`config.mk`:
```
export PLATFORM = sky130hd
export DESIGN_NAME = lcd_mode_line_timing
export DESIGN_NICKNAME = d
export VERILOG_FILES = /design/src/rtl/core/lmt_pkg.sv /design/src/rtl/core/lmt_step.sv /design/src/rtl/core/lcd_mode_line_timing.sv
export SDC_FILE = /design/constraint.sdc
export NUM_CORES = 1
export LEC_CHECK = 0
export BUFFER_PORTS_ARGS = -buffer_cell sky130_fd_sc_hd__clkbuf_2
export CAP_MARGIN = 0
export CORE_MARGIN = 2
export CORE_UTILIZATION = 30
export CTS_CLUSTER_SIZE = 28
export DETAILED_ROUTE_END_ITERATION = 8
export HOLD_SLACK_MARGIN = 0.03
export SLEW_MARGIN = 0
export SYNTH_ARGS = -nofsm -noshare
export SYNTH_HDL_FRONTEND = slang
export SYNTH_SLANG_ARGS = --single-unit
```
`constraint.sdc`:
```
create_clock -name clk -period 7.85 [get_ports clk]
set_clock_uncertainty 0.1 [all_clocks]
set_input_delay 0.3925 -clock clk [delete_from_list [all_inputs] [get_ports clk]]
set_output_delay 0.3925 -clock clk [all_outputs]
set_load 0.02 [all_outputs]
```
`src/rtl/core/lmt_pkg.sv`:
```
// Shared types, timing constants and helpers for the LCD mode and line timing block.
package lmt_pkg;

	localparam int unsigned CountW = 10;
	localparam int unsigned LineW  = 8;

	localparam logic [CountW-1:0] HBLANK_CLOCKS = 10'd204;
	localparam logic [CountW-1:0] OAM_CLOCKS    = 10'd80;
	localparam logic [CountW-1:0] XFER_CLOCKS   = 10'd172;
	localparam logic [CountW-1:0] LINE_CLOCKS   = HBLANK_CLOCKS + OAM_CLOCKS + XFER_CLOCKS;

	localparam logic [LineW-1:0] VISIBLE_LINES = 8'd144;
	localparam logic [LineW-1:0] TOTAL_LINES   = 8'd154;

	// Register indexes on the configuration port
	localparam logic [2:0] REG_HBLANK_IRQ_EN = 3'd0;
	localparam logic [2:0] REG_VBLANK_IRQ_EN = 3'd1;
	localparam logic [2:0] REG_OAM_IRQ_EN    = 3'd2;
	localparam logic [2:0] REG_MATCH_IRQ_EN  = 3'd3;
	localparam logic [2:0] REG_LINE_COMPARE  = 3'd4;

	typedef enum logic [1:0] {
		MODE_HBLANK = 2'd0,
		MODE_VBLANK = 2'd1,
		MODE_OAM    = 2'd2,
		MODE_XFER   = 2'd3
	} mode_t;

	typedef struct packed {
		logic              hblank_irq_en;
		logic              vblank_irq_en;
		logic              oam_irq_en;
		logic              match_irq_en;
		logic [LineW-1:0]  line_compare;
	} cfg_t;

	typedef struct packed {
		logic [CountW-1:0] clock_count;
		mode_t             mode;
		logic [LineW-1:0]  line;
		logic              coincidence;
	} timing_state_t;

	typedef struct packed {
		mode_t             current_mode;
		logic [LineW-1:0]  current_line;
		logic              vblank_irq;
		logic              lcd_irq;
		logic              coincidence;
		logic              line_done;
		logic [LineW-1:0]  drawn_line;
		logic              frame_done;
	} result_t;

	// Remainder by a phase length, valid while v is below sixteen times d:
	// four conditional subtractions of the shifted length.
	function automatic logic [CountW-1:0] mod_phase(input logic [CountW-1:0] v,
			input logic [CountW-1:0] d);
		logic [CountW+3:0] r;
		logic [CountW+3:0] m;
		r = {4'b0, v};
		for (int k = 3; k >= 0; k--) begin
			m = {4'b0, d} << k;
			if (r >= m) begin
				r = r - m;
			end
		end
		return r[CountW-1:0];
	endfunction

endpackage

```
`src/rtl/core/lmt_step.sv`:
```
// Next-state and result logic for one elapsed-clock transaction.
module lmt_step (
	input  lmt_pkg::timing_state_t state,
	input  lmt_pkg::cfg_t          cfg,
	input  logic [7:0]             clocks,
	output lmt_pkg::timing_state_t next_state,
	output lmt_pkg::result_t       result
);
	import lmt_pkg::*;

	logic [CountW-1:0] sum;
	logic [LineW-1:0]  line_inc;
	logic              coin_new;

	assign sum      = state.clock_count + {2'b0, clocks};
	assign line_inc = state.line + 8'd1;
	assign coin_new = (state.line == cfg.line_compare);

	always_comb begin
		next_state             = state;
		next_state.clock_count = sum;
		result                 = '0;

		unique case (state.mode)
			MODE_HBLANK: begin
				if (sum >= HBLANK_CLOCKS) begin
					result.line_done       = 1'b1;
					result.drawn_line      = state.line;
					next_state.line        = line_inc;
					next_state.clock_count = mod_phase(sum, HBLANK_CLOCKS);
					if (line_inc == VISIBLE_LINES) begin
						next_state.mode   = MODE_VBLANK;
						result.vblank_irq = 1'b1;
						result.lcd_irq    = cfg.vblank_irq_en;
					end else begin
						next_state.mode = MODE_OAM;
						result.lcd_irq  = cfg.oam_irq_en;
					end
				end
			end
			MODE_VBLANK: begin
				if (sum >= LINE_CLOCKS) begin
					next_state.clock_count = mod_phase(sum, LINE_CLOCKS);
					if (line_inc == TOTAL_LINES) begin
						result.frame_done = 1'b1;
						next_state.line   = '0;
						next_state.mode   = MODE_OAM;
						result.lcd_irq    = cfg.oam_irq_en;
					end else begin
						next_state.line = line_inc;
					end
				end
			end
			MODE_OAM: begin
				if (sum >= OAM_CLOCKS) begin
					next_state.clock_count = mod_phase(sum, OAM_CLOCKS);
					next_state.mode        = MODE_XFER;
				end
			end
			MODE_XFER: begin
				if (sum >= XFER_CLOCKS) begin
					next_state.clock_count = mod_phase(sum, XFER_CLOCKS);
					next_state.mode        = MODE_HBLANK;
					result.lcd_irq         = cfg.hblank_irq_en;
					if (cfg.match_irq_en) begin
						next_state.coincidence = coin_new;
						if (coin_new) begin
							result.lcd_irq = 1'b1;
						end
					end
				end
			end
			default: begin
				next_state = state;
			end
		endcase

		result.current_mode = next_state.mode;
		result.current_line = next_state.line;
		result.coincidence  = next_state.coincidence;
	end

endmodule

```
`src/rtl/core/lcd_mode_line_timing.sv`:
```
// Top level of the LCD mode and line timing block: channels, registers and state.
//
// Usage
//   Each input transaction on the item channel (item_valid / item_stall) carries
//   elapsed_clocks, the number of dot clocks since the previous transaction. The
//   block adds it to its line-phase counter, makes at most one mode change, and
//   returns exactly one result transaction (result_valid / result_stall) with the
//   mode, line, interrupt pulses, coincidence flag and draw/present markers.
//   Registers (interrupt enables and the line compare value) are written over the
//   cfg channel, which is always ready; write them only while the block is idle.
// Timing
//   An item is captured in an input stage, then the timing step runs as
//   combinational logic into the result register, which takes the result
//   as the item leaves the input stage. One item per cycle is sustained
//   while the receiver does not stall, with the state fed back through the step logic.
// Reset and stall
//   arst_n clears the counter, mode (horizontal blank), line, coincidence flag,
//   all registers and both valid flags. While the receiver stalls, the result
//   holds; the input stage still takes one more item, after which item_stall
//   rises until the result is taken.
module lcd_mode_line_timing (
	input  logic       clk,
	input  logic       arst_n,
	// item channel
	input  logic       item_valid,
	output logic       item_stall,
	input  logic [7:0] elapsed_clocks,
	// configuration write channel
	input  logic       cfg_valid,
	output logic       cfg_ready,
	input  logic [2:0] cfg_index,
	input  logic [7:0] cfg_data,
	// result channel
	output logic       result_valid,
	input  logic       result_stall,
	output logic [1:0] current_mode,
	output logic [7:0] current_line,
	output logic       vblank_irq,
	output logic       lcd_irq,
	output logic       coincidence,
	output logic       line_done,
	output logic [7:0] drawn_line,
	output logic       frame_done
);
	import lmt_pkg::*;

	cfg_t          cfg_q;
	timing_state_t state_q;
	timing_state_t state_next;
	result_t       step_result;
	result_t       result_q;
	logic          result_valid_q;

	logic          valid_s1;
	logic [7:0]    clocks_s1;

	logic          advance;
	logic          item_accept;

	// Move the captured item into the result register when that register is
	// empty or being drained this cycle.
	assign advance     = valid_s1 && (!result_valid_q || !result_stall);
	assign item_stall  = valid_s1 && !advance;
	assign item_accept = item_valid && !item_stall;
	assign cfg_ready   = 1'b1;

	// Configuration registers; indexes beyond the list are dropped.
	always_ff @(posedge clk or negedge arst_n) begin
		if (!arst_n) begin
			cfg_q <= '0;
		end else if (cfg_valid && cfg_ready) begin
			unique case (cfg_index)
				REG_HBLANK_IRQ_EN: cfg_q.hblank_irq_en <= cfg_data[0];
				REG_VBLANK_IRQ_EN: cfg_q.vblank_irq_en <= cfg_data[0];
				REG_OAM_IRQ_EN:    cfg_q.oam_irq_en    <= cfg_data[0];
				REG_MATCH_IRQ_EN:  cfg_q.match_irq_en  <= cfg_data[0];
				REG_LINE_COMPARE:  cfg_q.line_compare  <= cfg_data;
				default:           cfg_q               <= cfg_q;
			endcase
		end
	end

	// Input stage
	always_ff @(posedge clk or negedge arst_n) begin
		if (!arst_n) begin
			valid_s1 <= 1'b0;
		end else if (item_accept) begin
			valid_s1 <= 1'b1;
		end else if (advance) begin
			valid_s1 <= 1'b0;
		end
	end

	always_ff @(posedge clk) begin
		if (item_accept) begin
			clocks_s1 <= elapsed_clocks;
		end
	end

	lmt_step u_step (
		.state      (state_q),
		.cfg        (cfg_q),
		.clocks     (clocks_s1),
		.next_state (state_next),
		.result     (step_result)
	);

	// Timing state advances only as an item leaves the input stage.
	always_ff @(posedge clk or negedge arst_n) begin
		if (!arst_n) begin
			state_q <= '{clock_count: '0, mode: MODE_HBLANK, line: '0, coincidence: 1'b0};
		end else if (advance) begin
			state_q <= state_next;
		end
	end

	// Result register: hold while stalled, drop once taken.
	always_ff @(posedge clk or negedge arst_n) begin
		if (!arst_n) begin
			result_valid_q <= 1'b0;
		end else if (advance) begin
			result_valid_q <= 1'b1;
		end else if (!result_stall) begin
			result_valid_q <= 1'b0;
		end
	end

	always_ff @(posedge clk) begin
		if (advance) begin
			result_q <= step_result;
		end
	end

	assign result_valid = result_valid_q;
	assign current_mode = result_q.current_mode;
	assign current_line = result_q.current_line;
	assign vblank_irq   = result_q.vblank_irq;
	assign lcd_irq      = result_q.lcd_irq;
	assign coincidence  = result_q.coincidence;
	assign line_done    = result_q.line_done;
	assign drawn_line   = result_q.drawn_line;
	assign frame_done   = result_q.frame_done;

	// A vertical blank pulse always comes with entry to line 144 in vertical blank.
	a_vblank_entry: assert property (@(posedge clk) disable iff (!arst_n)
		result_valid_q && result_q.vblank_irq |->
			result_q.current_mode == MODE_VBLANK && result_q.current_line == VISIBLE_LINES)
		else $error("vblank pulse outside vertical blank entry");

	// Frame completion restarts at line 0 in OAM search.
	a_frame_wrap: assert property (@(posedge clk) disable iff (!arst_n)
		result_valid_q && result_q.frame_done |->
			result_q.current_line == '0 && result_q.current_mode == MODE_OAM)
		else $error("frame done without wrap to line 0");

	// A finished line is the one just left.
	a_line_step: assert property (@(posedge clk) disable iff (!arst_n)
		result_valid_q && result_q.line_done |->
			result_q.drawn_line + 8'd1 == result_q.current_line)
		else $error("drawn line does not precede current line");

	// The step state moves only with an item passing to the result register.
	a_state_hold: assert property (@(posedge clk) disable iff (!arst_n)
		!advance |=> $stable(state_q))
		else $error("timing state changed without a transaction");

	// The counter stays below one full line after every step.
	a_count_range: assert property (@(posedge clk) disable iff (!arst_n)
		state_q.clock_count < LINE_CLOCKS)
		else $error("clock counter out of range");

endmodule
```
==> results.cfg <==
[synthesis]
yosys.cell_types.count = 99
synth_area_leaders = edfxtp_1, dfrtp_1, ha_1, nand2_1, xnor2_1
async_flop_share_pct = 53.03
synth_edf_count = 31
synthTopCellsByCount = nand2_1, nor2_1, a21oi_1
ys_seq_area_share_pct = 27.32
yosys.area.top_type = edfxtp_1
synth_fp_nets = 855
syn_inst = 799
yosysMostFrequentCell = nand2_1
synth_top_cell_area_share_pct = 14.08
synth_seq_cells = 66
syn_area_mm2 = 0.006613
yosys_warnings = 0
synthFlopType = dfrtp_1
syn_area_per_cell_um2 = 8.276

[cts]
htreeDepth = 3
numCtsBuffers = 9
clock-sinks = 66
cts_root_buffer = clkbuf_16
clkTransAtPathRegs_ns = 0.06
cts_tree = yes
post_cts_buffers = 0
clk_latency_ns = 0.33
clock_path_buffers = 2
hold_buffers = 0

[worst_setup_path]
r2r_slack_ns = 0.66
cp.arrival_ns = 7.28
worstPathRequired_ns = 7.95
cp-start-kind = flop
ff2ff_path_depth = 30
path_max_fanout = 12
slowest_stage = a211oi_1
slowest_delay_ns = 0.50
worstSetupPathType = reg2reg
r2r-start = state_q[11]$_DFFE_PN0P_
setup.worst_path.end_class = flop
crit_top_cell = ha_1
cp-startpoint = state_q[11]$_DFFE_PN0P_

[routing]
routed-via-count = 6571
dr.pass1.iters = 5
drc = 0
via_per_inst = 5.862
drt_iter0_markers = 607
totalWireLength_um = 20590
ant_nets = 0
wire_per_inst_um = 18.37

[finish]
area_growth_pct = 13.00
fillers = 2255
layout.nets = 892
antenna_cells = 0
drive_gt1_share_pct = 16.29
finalCoreUtilization_pct = 34.35
fin_area_mm2 = 0.007472

[sta]
max_freq_mhz = 139.1
min_period_over_period_pct = 91.57
fin_tns_setup_ns = 0
max_slew.worst_pin.slew_ns = 1.055
hold_slack_ns = 0.1024
slew_violations = 0
hold_violations = 0
min_period_ns = 7.188
rsz0062_at_grt = no
setup_viol = 0
slew_headroom_pct = 29.15

[floorplanning]
start_util_pct = 30.39
row_count = 54
core_mm2 = 0.02176
dieArea_mm2 = 0.02325
io_pins = 50
die_w_um = 152.5
die_y_um = 152.5

[global_routing]
grt_overflow_total = 0
grt_pass1_wl_um = 33320
grt_util_all_layers_pct = 17.41
grt_pass1_vias = 6118
grt_max_degree = 38
grt_antenna_before_repair = 0

[place]
dpl-instance-area_mm2 = 0.007163
io_buffers = 48
hpwl_um = 15310
gp_congestion = 0.9522

[flow_run]
drv_cap = 0

[min_path]
holdCritPathClass = in2async

[outcome]
status = completed
==> final timing paths <==
kind / endpoint
max: state_q[16]$_DFFE_PN0P_
min: cfg_q[4]$_DFFE_PN0P_
max reg2reg: state_q[16]$_DFFE_PN0P_
min reg2reg: result_valid$_DFFE_PN0P_
max in group asynchronous: state_q[14]$_DFFE_PN0P_
min in group clk: clocks_s1[5]$_DFFE_PP_
==> critical path, delay by kind of cell, from the launching register on <==
family          cells  cell delay [ns]
flops               1             0.36
buf+inv             5             0.61
compound gates      7             1.86
xor+xnor            2             0.52
simple gates        9             1.66
fa+ha+maj           7             1.92
==> state kept, by name, indices dropped and copies added (netlist names) <==
register / cells
valid_s1: 1
line_done: 1
frame_done: 1
lcd_irq: 1
cfg_q: 12
coincidence: 1
current_line: 8
state_q: 21
drawn_line: 8
vblank_irq: 1
clocks_s1: 8
result_valid: 1
current_mode: 2
==> cells in the final DEF, fill, tap and decap left out, drive strengths merged, types with 29 or more instances in the layout <==
cell,synthesis,layout
a21oi,49,49
nand2,90,90
dfrtp,35,35
inv,31,33
nor2,56,56
o21ai,46,46
ha,31,31
clkbuf,25,58
nand3,29,29
edfxtp,31,31
xnor2,33,33
==> per-stage QoR <==
step	worst slack [ns]	std cells
6_report	0.6619	1121
2_1_floorplan	1.399	799
3_5_place_dp	0.7647	1105
5_1_grt	0.06700	1121
3_3_place_gp	0.8571	1105
4_1_cts	0.7219	1121
==> layout make-up <==
class / instances / area, µm² / area share (%)
Timing Repair Buffer: 66 / 375.4 / 5.023
Sequential cell: 66 / 1807 / 24.18
Clock inverter: 6 / 63.81 / 0.8540
Multi-Input combinational cell: 662 / 4521 / 60.50
Clock buffer: 10 / 239.0 / 3.198
Inverter: 31 / 116.4 / 1.557
Tap cell: 280 / 350.3 / 4.689
==> logic make-up after synthesis <==
group,Yosys count,synth area share [%]
AOI/OAI and AO/OA,259,28.40
xor gates and xnor gates,45,5.960
adders and majority gates,32,6.168
buffers and inverters,71,4.409
DFF,66,27.32
muxes,32,5.241
other,1,0.05671
and+or+nand+nor,293,22.44
==> timing repair <==
item	4_1_cts	5_1_grt
endpoints found under the hold margin	0	0
endpoints found under the setup margin	0	1
gates resized for setup	0	1
==> metal layers <==
metal / track usage, % / wire [µm]
met5: 0 / 0
met4: 5.467 / 495
met3: 2.929 / 1521
met2: 26.58 / 8973
met1: 25.15 / 9602
Power is left out: the tool's default activity adds up to more than one toggle a clock period on the data nets, which glitch-free logic cannot reach.
